$ cat src/rtl/core/gf2e_pkg.sv
`timescale 1ns / 1ps
package gf2e_pkg;

  localparam int ROWS        = 1024;
  localparam int COLUMNS     = 5120;
  localparam int CHUNKS      = ROWS / 64;
  localparam int STORE_DEPTH = COLUMNS * CHUNKS;
  localparam int MEM_AW      = $clog2(STORE_DEPTH);
  localparam int CW          = (CHUNKS > 1) ? $clog2(CHUNKS) : 1;
  localparam int QDEPTH      = 2;
  localparam int QPW         = $clog2(QDEPTH);

  localparam int ADDR_FW = 17;
  localparam int COL_FW  = 13;

  localparam logic [COL_FW-1:0] FIRST_COLUMN_RESET = 13'd0;
  localparam logic [COL_FW-1:0] LAST_COLUMN_RESET  = 13'd1024;

  localparam logic CFG_FIRST_COLUMN = 1'b0;
  localparam logic CFG_LAST_COLUMN  = 1'b1;

  typedef enum logic [1:0] {
    K_LOAD,
    K_ACC,
    K_EMIT,
    K_WERR
  } cmd_kind_t;

  typedef struct packed {
    cmd_kind_t         kind;
    logic [MEM_AW-1:0] addr;
    logic [63:0]       word;
    logic              last;
  } cmd_t;

  typedef enum logic [2:0] {
    B_IDLE,
    B_READ,
    B_DRAIN,
    B_EMIT,
    B_ERR
  } back_state_t;

endpackage

$ cat src/rtl/core/gf2e_front.sv
`timescale 1ns / 1ps
module gf2e_front
  import gf2e_pkg::*;
(
  input  logic               clk,
  input  logic               rst,
  input  logic               cfg_write,
  input  logic               cfg_index,
  input  logic [COL_FW-1:0]  cfg_data,
  input  logic               accept,
  input  logic               mode,
  input  logic [ADDR_FW-1:0] matrix_address,
  input  logic [63:0]        matrix_word,
  input  logic               info_bit,
  output logic               push,
  output cmd_t               cmd
);

  logic [COL_FW-1:0] first_column;
  logic [COL_FW-1:0] last_column;
  logic [COL_FW-1:0] bit_count;
  logic [COL_FW:0]   column;
  logic [COL_FW:0]   column_inc;
  logic              win_err;
  logic              col_end;
  logic              in_store;
  logic              addr_ok;
  logic [31:0]       base_wide;

  assign win_err    = first_column >= last_column;
  assign column     = {1'b0, first_column} + {1'b0, bit_count};
  assign column_inc = column + 14'd1;
  assign col_end    = column_inc >= {1'b0, last_column};
  assign in_store   = column < 14'(COLUMNS);
  assign addr_ok    = {1'b0, matrix_address} < 18'(STORE_DEPTH);
  assign base_wide  = 32'(column) * 32'(CHUNKS);

  always_comb begin
    push     = 1'b0;
    cmd.kind = K_LOAD;
    cmd.addr = MEM_AW'(matrix_address);
    cmd.word = matrix_word;
    cmd.last = col_end;
    if (!mode) begin
      push = accept && addr_ok;
    end else if (win_err) begin
      push     = accept;
      cmd.kind = K_WERR;
    end else if (info_bit && in_store) begin
      push     = accept;
      cmd.kind = K_ACC;
      cmd.addr = MEM_AW'(base_wide);
    end else begin
      push     = accept && col_end;
      cmd.kind = K_EMIT;
    end
  end

  always_ff @(posedge clk) begin
    if (rst) begin
      first_column <= FIRST_COLUMN_RESET;
      last_column  <= LAST_COLUMN_RESET;
      bit_count    <= '0;
    end else begin
      if (cfg_write) begin
        case (cfg_index)
          CFG_FIRST_COLUMN: first_column <= cfg_data;
          CFG_LAST_COLUMN:  last_column  <= cfg_data;
          default:          first_column <= first_column;
        endcase
      end
      if (accept && mode && !win_err) begin
        bit_count <= col_end ? '0 : bit_count + 13'd1;
      end
    end
  end

endmodule

$ cat config.mk
export PLATFORM = sky130hd
export DESIGN_NAME = gf2e_front
export DESIGN_NICKNAME = d
export VERILOG_FILES = /design/src/rtl/core/gf2e_pkg.sv /design/src/rtl/core/gf2e_front.sv
export SDC_FILE = /design/constraint.sdc
export NUM_CORES = 1
export LEC_CHECK = 0
export BUFFER_PORTS_ARGS = -buffer_cell sky130_fd_sc_hd__buf_2
export CORE_MARGIN = 8
export CORE_UTILIZATION = 51
export CTS_CLUSTER_SIZE = 10
export DETAILED_ROUTE_END_ITERATION = 10
export PLACE_DENSITY = 0.87
export SYNTH_ARGS = -nofsm -noshare
export SYNTH_HDL_FRONTEND = slang
export SYNTH_SLANG_ARGS = --single-unit
$ cat constraint.sdc
create_clock -name clk -period 12.9 [get_ports clk]
set_input_delay 1.29 -clock clk [delete_from_list [all_inputs] [get_ports clk]]
set_output_delay 1.29 -clock clk [all_outputs]
set_load 0.01 [all_outputs]
==> results.py <==
metrics = {
    "floorplanning": {
        "die_h_um": 103,
        "top_level_ports": 186,
        "core-area_mm2": 0.00725,
        "die_x_um": 103,
        "initial_utilization_pct": 52.9,
        "die_area_mm2": 0.0106,
        "rows": 31,
    },
    "clock_network": {
        "clk-insertion-delay-late_ns": 0.30,
        "cts.path.max_buffers": 2,
        "htreeDepth": 2,
        "ctsHoldBuffers": 0,
        "cts_root_buf": "clkbuf_8",
        "numCtsBuffers": 5,
        "cts_resized": 0,
        "cts.clk_slew.worst_paths_ns": 0.08,
        "clock_sinks": 39,
        "post_cts_buffers": 0,
        "cts_tree": "done",
    },
    "synth": {
        "postSynthCellCount": 486,
        "post_synth_num_cell_types": 59,
        "synth_edf_count": 0,
        "synth_fp_nets": 629,
        "synthAdderAreaFrac_pct": 13.9,
        "avgSynthCellArea_um2": 7.90,
        "synthMuxAreaShare_pct": 4.66,
        "synth-async-reset-ratio_pct": 0,
        "synth.most_common_cell": "nand2_1",
        "synth_ff_type": "dfxtp_1",
        "synth_area_mm2": 0.00384,
        "yosys.area.top_type": "dfxtp_1",
        "synth_xor_area_share_pct": 6.62,
        "synth_top_area_share_pct": 20.3,
        "synth_warnings": 0,
        "yosys.area_share.simple_pct": 20.9,
        "synth_top_family_by_area": "simple AND/OR/NAND/NOR gates",
        "synth_common_cells": "68 x nand2_1, 65 x buf_4, 42 x a21oi_1",
        "ys_seq_area_share_pct": 20.3,
        "synth_compound_area_share_pct": 16.4,
        "ys_seq_elements": 39,
        "synthTopCellsByArea": "dfxtp_1 20%, ha_1 13%, buf_4 13%",
    },
    "sta": {
        "fmax_ghz": 0.146,
        "grt_setup_unrepaired": "false",
        "skew_ns": 0.0121,
        "slew_headroom_pct": 40.4,
        "tightest_slew_ns": 0.894,
        "setup_violations": 0,
        "fin_crit_ns": 6.84,
        "timing.setup.tns_ns": 0,
        "finalHoldViolations": 0,
        "slew_violations": 0,
        "finalCritPeriodShare_pct": 53.0,
    },
    "global_route": {
        "antenna_found_initial": 0,
        "grt_usage_pct": 18.1,
        "grt_first_pass_wirelength_um": 15200,
        "grt-ovfl-total": 0,
        "grt_start_max_net_pins": 30,
        "grt_pass1_vias": 3219,
    },
    "final_layout": {
        "regArea_um2": 781,
        "fillers": 715,
        "drive_gt1_share_pct": 17.0,
        "n_antenna_cell": 0,
        "multiInputGateArea_mm2": 0.00240,
        "area_growth_syn_to_layout_pct": -1.70,
        "layout.nets": 613,
        "fin_util_pct": 52.0,
    },
    "route": {
        "dr.pass1.iters": 4,
        "drc": 0,
        "wl_per_cell_um": 16.6,
        "drtIter0Drc": 237,
        "wl_um": 9450,
        "drtAntennaViolNets": 0,
        "vias": 3298,
        "vias_per_cell": 5.79,
    },
    "placement": {
        "place.gp.congestion": 0.898,
        "dp_hpwl_um": 7700,
        "portBuffers": 57,
    },
    "power": {
        "power_leakage_nw": 1.77,
        "switchingPower_mw": 0.119,
        "comb_power_share_pct": 33.8,
        "pwr-share-clk_pct": 25.8,
        "internal-power_mw": 0.221,
        "swShare_pct": 35.0,
        "power_density_mw_per_mm2": 90.1,
        "sequentialPowerShare_pct": 40.3,
        "ir_drop_v": 0.0000519,
    },
    "critical_path": {
        "start_kind": "flop",
        "endpoint_kind": "output pin",
        "path_cells": "ha_1 -> fa_1 -> a211oi_1 -> o211ai_1 -> a41o_1 -> xor2_1 -> nand3_1 -> nor2_1 -> xor2_1 -> ha_1 -> a2111oi_1 -> nand2_1 -> o41ai_1 -> o21ai_1 -> o311a_1 -> buf_2",
        "crit_slowest_cell": "o41ai_1",
        "cpPeakStageDelay_ns": 0.70,
        "worstSetupPathType": "flop to output pin",
        "path_max_fanout": 6,
        "critical_path_arrival_ns": 5.55,
        "crit_required_ns": 11.61,
    },
    "run_status": {
        "status": "finished clean",
    },
    "job": {
        "maxCapViolCount": 0,
    },
    "worst_hold_path": {
        "hold_class": "flop to flop",
    },
}
-- cell usage in the layout (no fill, tap or decap), types with 3 or more instances in the layout --
cell,count
nand3_1,14
nor2b_1,11
nor4_1,3
inv_1,23
mux2_4,6
o211ai_1,9
clkbuf_8,6
nand2_1,68
nor2_1,26
xor2_1,13
buf_2,57
o21a_1,3
nand4_1,6
a21oi_1,42
mux2_1,5
and2_1,4
xnor2_1,16
and3_1,9
a21o_1,11
nand2b_1,4
ha_1,41
dfxtp_1,39
nor3_1,9
-- worst max-delay path: cells and delay by family (launching register included) --
family / cells / cell delay [ns]
AO/OA/AOI/OAI: 7 / 2.75
XOR/XNOR: 2 / 0.50
adder cells (fa/ha/maj): 3 / 0.93
buffers and inverters: 1 / 0.14
flip-flops: 1 / 0.38
AND/OR/NAND/NOR: 3 / 0.57
-- per-stage QoR --
step	total power, mW	std cells	hold slack (ns)	worst slack (ns)	instance area (um^2)
after detailed placement	0.252	562	0.449	6.57	3670
after floorplan	0.239	486	0.436	7.41	3840
after global placement	0.246	562	0.444	6.98	3670
after CTS	0.341	570	0.460	6.21	3770
final	0.340	570	0.460	6.06	3770
after global routing	0.362	570	0.483	5.85	3770
-- final timing paths --
kind	to	cells after the start	slack (ns)	startpoint
setup reg to reg	bit_count[2]	17	7.21	bit_count[0]
hold / removal	last_column[8]	2	0.46	last_column[8]
hold reg to reg	last_column[8]	2	0.46	last_column[8]
setup / recovery	push	16	6.06	bit_count[0]
-- registers in the layout (all words and copies together), names as in the netlist --
register,flops
bit_count,13
first_column,13
last_column,13
-- kinds of logic (layout without fill, tap and decap cells) --
group | Yosys count | count (layout)
flip-flops | 39 | 39
buffers and inverters | 103 | 88
multiplexers | 14 | 14
AO/OA/AOI/OAI | 93 | 93
adder cells (fa/ha/maj) | 42 | 42
XOR/XNOR | 29 | 29
AND/OR/NAND/NOR | 166 | 166
-- metal layers --
layer	GRT usage (%)	share of wire [%]	up-vias
met2	30.7	46	125
met5	0	0	-
met4	11.0	4.9	0
li1	-	-	1593
met1	20.4	40	1541
met3	3.92	9.5	39
-- power groups by stage --
stage          logic [mW]  clock network [mW]  registers [mW]
6_report            0.115              0.0878           0.137
5_1_grt             0.128              0.0949           0.139
4_1_cts             0.114              0.0898           0.137
3_5_place_dp        0.112                   0           0.140
3_3_place_gp        0.108                   0           0.138
2_1_floorplan       0.102                   0           0.137
-- final cells by class --
cell class / count / area share, %
Inverter: 23 / 2.29
Tap cell: 99 / 3.28
Multi-Input combinational cell: 344 / 63.5
Clock inverter: 2 / 0.431
Sequential cell: 39 / 20.7
Clock buffer: 6 / 2.19
Timing Repair Buffer: 57 / 7.56
No activity file was read; power rests on OpenSTA's default activity.
