<file path="src/rtl/core/gf2e_pkg.sv">
`timescale 1ns / 1ps
package gf2e_pkg;

  localparam int ROWS        = 1024;
  localparam int COLUMNS     = 5120;
  localparam int CHUNKS      = ROWS / 64;
  localparam int STORE_DEPTH = COLUMNS * CHUNKS;
  localparam int MEM_AW      = $clog2(STORE_DEPTH);
  localparam int CW          = (CHUNKS > 1) ? $clog2(CHUNKS) : 1;
  localparam int QDEPTH      = 2;
  localparam int QPW         = $clog2(QDEPTH);

  localparam int ADDR_FW = 17;
  localparam int COL_FW  = 13;

  localparam logic [COL_FW-1:0] FIRST_COLUMN_RESET = 13'd0;
  localparam logic [COL_FW-1:0] LAST_COLUMN_RESET  = 13'd1024;

  localparam logic CFG_FIRST_COLUMN = 1'b0;
  localparam logic CFG_LAST_COLUMN  = 1'b1;

  typedef enum logic [1:0] {
    K_LOAD,
    K_ACC,
    K_EMIT,
    K_WERR
  } cmd_kind_t;

  typedef struct packed {
    cmd_kind_t         kind;
    logic [MEM_AW-1:0] addr;
    logic [63:0]       word;
    logic              last;
  } cmd_t;

  typedef enum logic [2:0] {
    B_IDLE,
    B_READ,
    B_DRAIN,
    B_EMIT,
    B_ERR
  } back_state_t;

endpackage

</file>
<file path="src/rtl/core/gf2e_queue.sv">
`timescale 1ns / 1ps
module gf2e_queue
  import gf2e_pkg::*;
(
  input  logic clk,
  input  logic rst,
  input  logic push,
  input  cmd_t din,
  input  logic pop,
  output cmd_t dout,
  output logic empty,
  output logic full
);

  cmd_t           entries [QDEPTH];
  logic [QPW-1:0] wr_ptr;
  logic [QPW-1:0] rd_ptr;
  logic [QPW:0]   count;

  assign empty = count == '0;
  assign full  = count == (QPW + 1)'(QDEPTH);
  assign dout  = entries[rd_ptr];

  always_ff @(posedge clk) begin
    if (push) begin
      entries[wr_ptr] <= din;
    end
  end

  always_ff @(posedge clk) begin
    if (rst) begin
      wr_ptr <= '0;
      rd_ptr <= '0;
      count  <= '0;
    end else begin
      if (push) begin
        wr_ptr <= wr_ptr + QPW'(1);
      end
      if (pop) begin
        rd_ptr <= rd_ptr + QPW'(1);
      end
      count <= count + (QPW + 1)'(push) - (QPW + 1)'(pop);
    end
  end

endmodule

</file>
<file path="config.mk">
export PLATFORM = sky130hd
export DESIGN_NAME = gf2e_queue
export DESIGN_NICKNAME = d
export VERILOG_FILES = /design/src/rtl/core/gf2e_pkg.sv /design/src/rtl/core/gf2e_queue.sv
export SDC_FILE = /design/constraint.sdc
export NUM_CORES = 1
export LEC_CHECK = 0
export BUFFER_PORTS_ARGS = -buffer_cell sky130_fd_sc_hd__buf_2
export CAP_MARGIN = 40
export CORE_MARGIN = 2
export CORE_UTILIZATION = 35
export CTS_CLUSTER_DIAMETER = 150
export DETAILED_ROUTE_END_ITERATION = 16
export PLACE_DENSITY = 0.63
export SYNTH_ARGS = -nofsm -noshare
export SYNTH_HDL_FRONTEND = slang
export SYNTH_SLANG_ARGS = --single-unit
</file>
<file path="constraint.sdc">
create_clock -name clk -period 4.4 [get_ports clk]
set_input_delay 0.22 -clock clk [delete_from_list [all_inputs] [get_ports clk]]
set_output_delay 0.22 -clock clk [all_outputs]
set_load 0.01 [all_outputs]
</file>
==> metrics.txt, run 1 <==
CTS tree done; R2R Path End entries[1][53]; WS Path Type flop to output port; hold path start push; Port Buffers 173; largest net degree at the start of global routing 54; P_leak 3.57 nW; vias per inst 4.34; GRT overflow 0; Synthesized Nets about 370; die width 141 um; synthesized instance count 282; post-synthesis sequential area ratio 78.9%; Die Area 19,700 um2; Iter 0 DRT Violations 121; clock buffer depth 2; Via Count 3,454; status finished clean; Worst-Skew Late Latency 420 ps; slowest cell on the critical path dfxtp_4; WHS Path Cells 3; # DRC 0; dpl cells 679; Worst Tran Pin Value around 770 ps; Hold Slack 93.4 ps; commonest non-fill, non-tap cell in the layout buf_2; Placer Congestion slightly below 0.7; final setup vio count 0; minimum clock period after layout approximately 2400 ps; WL final roughly 12,000 um; GRT Total Usage approximately 13%; met3 wire length 710 um; Power Density 432 nW/um2; vias in the first global route between 3,000 and 4,000; highest clock rate 421 MHz; cell area after synthesis 6520 um2; r2r startpoint wr_ptr; H-Tree Depth 4; nets@finish around 640; Unique masters post-synth 13; clk slew on worst S/H paths 70 ps; worst clock skew 10.5 ps; final setup margin between 2000 and 2500 ps; Critical Path Fanout Max 47; post-route ant nets 0; cell breakdown of the critical path buf_12, mux2_2, buf_2; fin cells 796; Worst setup SP type flop; RSZ-0062 raised after global routing no; worst rel slew slack 48.5%; WHS Endpoint wr_ptr; layout cell share with drive strength beyond 1 51.9%; dpl ws 2340 ps; first-pass GRT wire length a little under 20,000 um; Max Slew Vio Count 0; DR top layer met4; met2 wire len 6460 um; Worst EP required 4180 ps; Area growth syn-to-layout 39.0%; Root Buffer clkbuf_16; Final Hold Viols 0; Ports around 170; Peak VDD IR 258 uV; Rows 49; met1 WL a little over 5000 um; DR pass1 iterations 6; Die H approximately 140 um; setup_tns 0 ps; CP max stage delay 770 ps; core area 18,100 um2; Num CTS Buffers 17; path depth of the worst reg2reg path 2; initial antenna violation count 0; ANT cells 0; post-DP HPWL about 7800 um; Sinks on Clock Net 173; final period utilization approximately 54%; max_cap viols 0; initial core utilization 35.9%; Yosys reg bits 173; Hold Crit Class input port to flop; WP data arrival 2160 ps; Critical Path End Type output port; most frequent cells in the layout buf_2, edfxtp_1, dlygate4sd3_1; YS warnings 0; R2R Setup Slk about 2400 ps; Avg Inst Size Synth 23.1 um2; WL/cell around 16 um
==> per-stage QoR <==
stage	power, W	utilization (%)	area (um2)
2_1_floorplan	0.00227	-	6520
3_3_place_gp	0.00243	42.1	7640
3_5_place_dp	0.00244	42.1	7640
4_1_cts	0.00396	49.9	9060
5_1_grt	0.00406	49.9	9060
6_report	0.00391	49.9	9060
==> worst max-delay path by stage <==
stage	from	to	slack, ps	cells after the start
2_1_floorplan	wr_ptr	entries[0][0]	1450	1
3_3_place_gp	wr_ptr	entries[1][53]	2410	2
3_5_place_dp	wr_ptr	entries[1][59]	2340	2
4_1_cts	flop	dout[73]	1970	3
5_1_grt	flop	dout[73]	1910	3
6_report	flop	dout[73]	2020	3
==> state kept, by name (all words and copies together), names as in the netlist, named ones only <==
register / cells
entries: 168
count: 2
rd_ptr: 1
wr_ptr: 1
==> cell families after synthesis <==
| family | after synthesis | share of synthesized area [%] |
|---|---|---|
| buffers and inverters | 11 | 1.48 |
| adders and majority gates | 2 | 0.384 |
| and+or+nand+nor | 9 | 0.672 |
| xor gates and xnor gates | 3 | 0.614 |
| muxes | 84 | 18.0 |
| DFF | 173 | 78.9 |
==> area by class of cell <==
type | count | area (um2)
fill | 1518 | 9080
sequential | 173 | 5150
timing repair buffer | 262 | 1760
multi-input combinational | 98 | 1290
clock buffer | 17 | 425
tap | 229 | 287
clock inverter | 15 | 145
inverter | 2 | 7.51
==> power breakdown <==
part | internal (W) | switching [W] | leakage [nW] | total (W)
Sequential | 0.00192 | 0.0000443 | 1.62 | 0.00197
Combinational | 0.000277 | 0.000216 | 1.67 | 0.000493
Clock | 0.000834 | 0.000619 | 0.286 | 0.00145
==> worst max-delay path: cells and delay by family (launching register included) <==
kind,cells,cell delay [ps]
multiplexers,1,390
buffers and inverters,2,520
flip-flops,1,770
==> repair_timing <==
item / 4_1_cts / 5_1_grt
buffers inserted: 0 / 0
endpoints found under the hold margin: 172 / 0
hold buffers: 85 / 0
resized for setup: 0 / 0
==> per-layer routing <==
metal | up-vias | global-route usage, %
met5 | - | 0
met4 | 0 | 4.63
met3 | 13 | 4.31
met2 | 120 | 22.7
met1 | 1667 | 14.4
li1 | 1654 | -
==> cell usage after synthesis, drive strengths merged <==
cell type / instances / area (um2)
edfxtp: 168 / 5040
xnor2: 2 / 17.5
nor2: 5 / 18.8
inv: 2 / 7.51
dfxtp: 5 / 100
and2: 1 / 6.26
xnor3: 1 / 22.5
buf: 9 / 88.8
nor2b: 3 / 18.8
mux2: 84 / 1170
ha: 2 / 25.0
Power figures use the tool's default switching activity.
==> run 2: changes to the inputs <==
- PLACE_DENSITY: 0.63 -> 0.61
- clock period: 4.4 -> 2.2 ns (I/O delays scaled with it)
==> run 2 against run 1 <==
Against the previous run:
- via count rose by 2.3%
- non-clock buffer count rose by 6
- wire length fell by 1.7%
- combinational power rose by 110%
- flip-flop and latch count did not move
- largest power group unchanged
==> metrics.txt, run 2 (synthesis gave the netlist of run 1 again) <==
Worst setup SP type flop; status finished clean; WS Path Type flop to output port; Peak VDD IR 508 uV (+97%); R2R Setup Slk 790 ps (-1570 ps); dpl cells 682 (+0.44%); most frequent cells in the layout buf_2, edfxtp_1, dlygate4sd3_1; DR pass1 iterations 4 (-2); first-pass GRT wire length 18,800 um (-2.7%); Switching Share 21.4% (-1.0 points); WL/cell 15.3 um (-2.3%); post-route ant nets 0 (unchanged); max_cap viols 0 (unchanged); sequential power share 49.6% (-0.7 points); WHS Endpoint entries[0][82]; post-DP HPWL 7950 um (+1.5%); Area growth syn-to-layout 40.9%; Hold Slack 412 ps (+318 ps); layout cell share with drive strength beyond 1 51.2% (-0.63 points); Root Buffer clkbuf_16; fin cells 801 (+0.63%); WL final 12,300 um (-1.7%); H-Tree Depth 4 (unchanged); commonest non-fill, non-tap cell in the layout buf_2; Regs by FF count entries (168), count (2); P_leak 3.61 nW (+1.0%); Max Slew Vio Count 0 (unchanged); CTS tree done; minimum clock period after layout 1920 ps; vias in the first global route 3,740 (-3.4%); Iter 0 DRT Violations 151 (+25%); Num CTS Buffers 17 (unchanged); worst clock skew 7.92 ps (-2.57 ps); GRT Total Usage 12.5% (-0.27 points); final setup vio count 0 (unchanged); nets@finish 650 (+0.93%); clock buffer depth 2 (unchanged); r2r startpoint wr_ptr; Worst EP required 2090 ps (-2090 ps); internal power 0.00620 W (+100%); Rows 49 (unchanged); path depth of the worst reg2reg path 2 (unchanged); Critical Path Fanout Max 36 (-23%); ANT cells 0 (unchanged); Largest register FFs 168 (unchanged); Worst Tran Pin Value 381 ps (-391 ps); GRT overflow 0 (unchanged); Placer Congestion 0.680 (about the same); dpl ws 695 ps (-1650 ps); Port Buffers 173 (unchanged); WP data arrival 1810 ps (-350 ps); Worst-Skew Late Latency 420 ps (about the same); Via Count 3,532 (+2.3%); setup_tns 0 ps (unchanged); Power Density 858 nW/um2 (+99%); final setup margin 282 ps (-1740 ps); Sinks on Clock Net 173 (unchanged); Net Switching 0.00169 W (+92%); Clk pwr share 37.2% (about the same); initial antenna violation count 0 (unchanged); Ports 174 (unchanged); initial core utilization 35.9% (unchanged); WHS Path Cells 2 (-1); core area 18,100 um2 (unchanged); Hold Crit Class input port to flop; finished layout cell area 9190 um2 (+1.4%); Combinational Power Share 13.2% (+0.6 points); highest clock rate roughly 520 MHz; largest net degree at the start of global routing 37 (-31%); # DRC 0 (unchanged); vias per inst 4.41 (+1.6%); Final Hold Viols 0 (unchanged); Biggest register entries; Post-CTS Setup Bufs 0 (unchanged); R2R Path End entries[1][17]; clk slew on worst S/H paths 60 ps (about the same); Die H 141 um (unchanged); RSZ-0062 raised after global routing no; final period utilization 87.2%; worst rel slew slack 74.5% (+26 points); Placed Area 7730 um2 (+1.1%); die width 141 um (unchanged); Die Area 19,700 um2 (unchanged); hold path start din[82]; Critical Path End Type output port
## run 2: changes by cell type in the layout (fill, tap and decap cells not counted)
| cell | before | now |
|---|---|---|
| clkbuf_1 | 0 | 2 |
| buf_4 | 3 | 1 |
| inv_6 | 3 | 0 |
| clkinvlp_4 | 0 | 2 |
| dlygate4sd3_1 | 85 | 88 |
| bufinv_16 | 2 | 3 |
| clkinv_1 | 2 | 3 |
| clkinv_2 | 5 | 1 |
| buf_12 | 1 | 6 |
## run 2: area by class of cell
type | instances | area, um2
Clock buffer | 19 | 433
Clock inverter | 12 | 148
Fill cell | 1537 | 8960
Inverter | 2 | 7.51
Multi-Input combinational cell | 98 | 1290
Sequential cell | 173 | 5150
Tap cell | 229 | 287
Timing Repair Buffer | 268 | 1870
## run 2: what timing repair did
action	CTS	global route
hold endpoints to repair	173	0
resized for setup	0	0
hold buffers	88	0
## run 2: power groups by stage
stage	clock network, W	logic, W	registers, W
after global placement	0	0.000916	0.00397
after global routing	0.00316	0.00112	0.00393
after CTS	0.00304	0.00106	0.00391
after floorplan	0	0.000574	0.00396
after detailed placement	0	0.000934	0.00399
final	0.00293	0.00104	0.00391
## run 2: metal layers
metal / global-route usage, % / vias up / part of all wire [%]
li1: - / 1672 / -
met1: 14.3 / 1735 / 41
met2: 22.1 / 114 / 52
met3: 3.76 / 11 / 6.1
met4: 4.89 / 0 / 1.3
met5: 0 / - / 0
## run 2: worst max-delay path by stage
stage	startpoint	to	slack, ps
global placement	flop	dout[77]	710
finish	flop	dout[73]	280
CTS	flop	dout[77]	240
detailed placement	flop	dout[77]	690
floorplan	wr_ptr	entries[0][0]	190
global route	flop	dout[73]	200
## run 2: critical path, stage by stage (launching register included)
cell and delay, ps:
dfxtp_4 520, buf_12 300, mux2_2 380, buf_2 140
## run 2: through the flow
stage / util (%) / power [W]
after floorplan: - / 0.00453
after global placement: 42.6 / 0.00489
after detailed placement: 42.6 / 0.00492
after CTS: 50.6 / 0.00801
after global routing: 50.6 / 0.00821
final: 50.6 / 0.00789
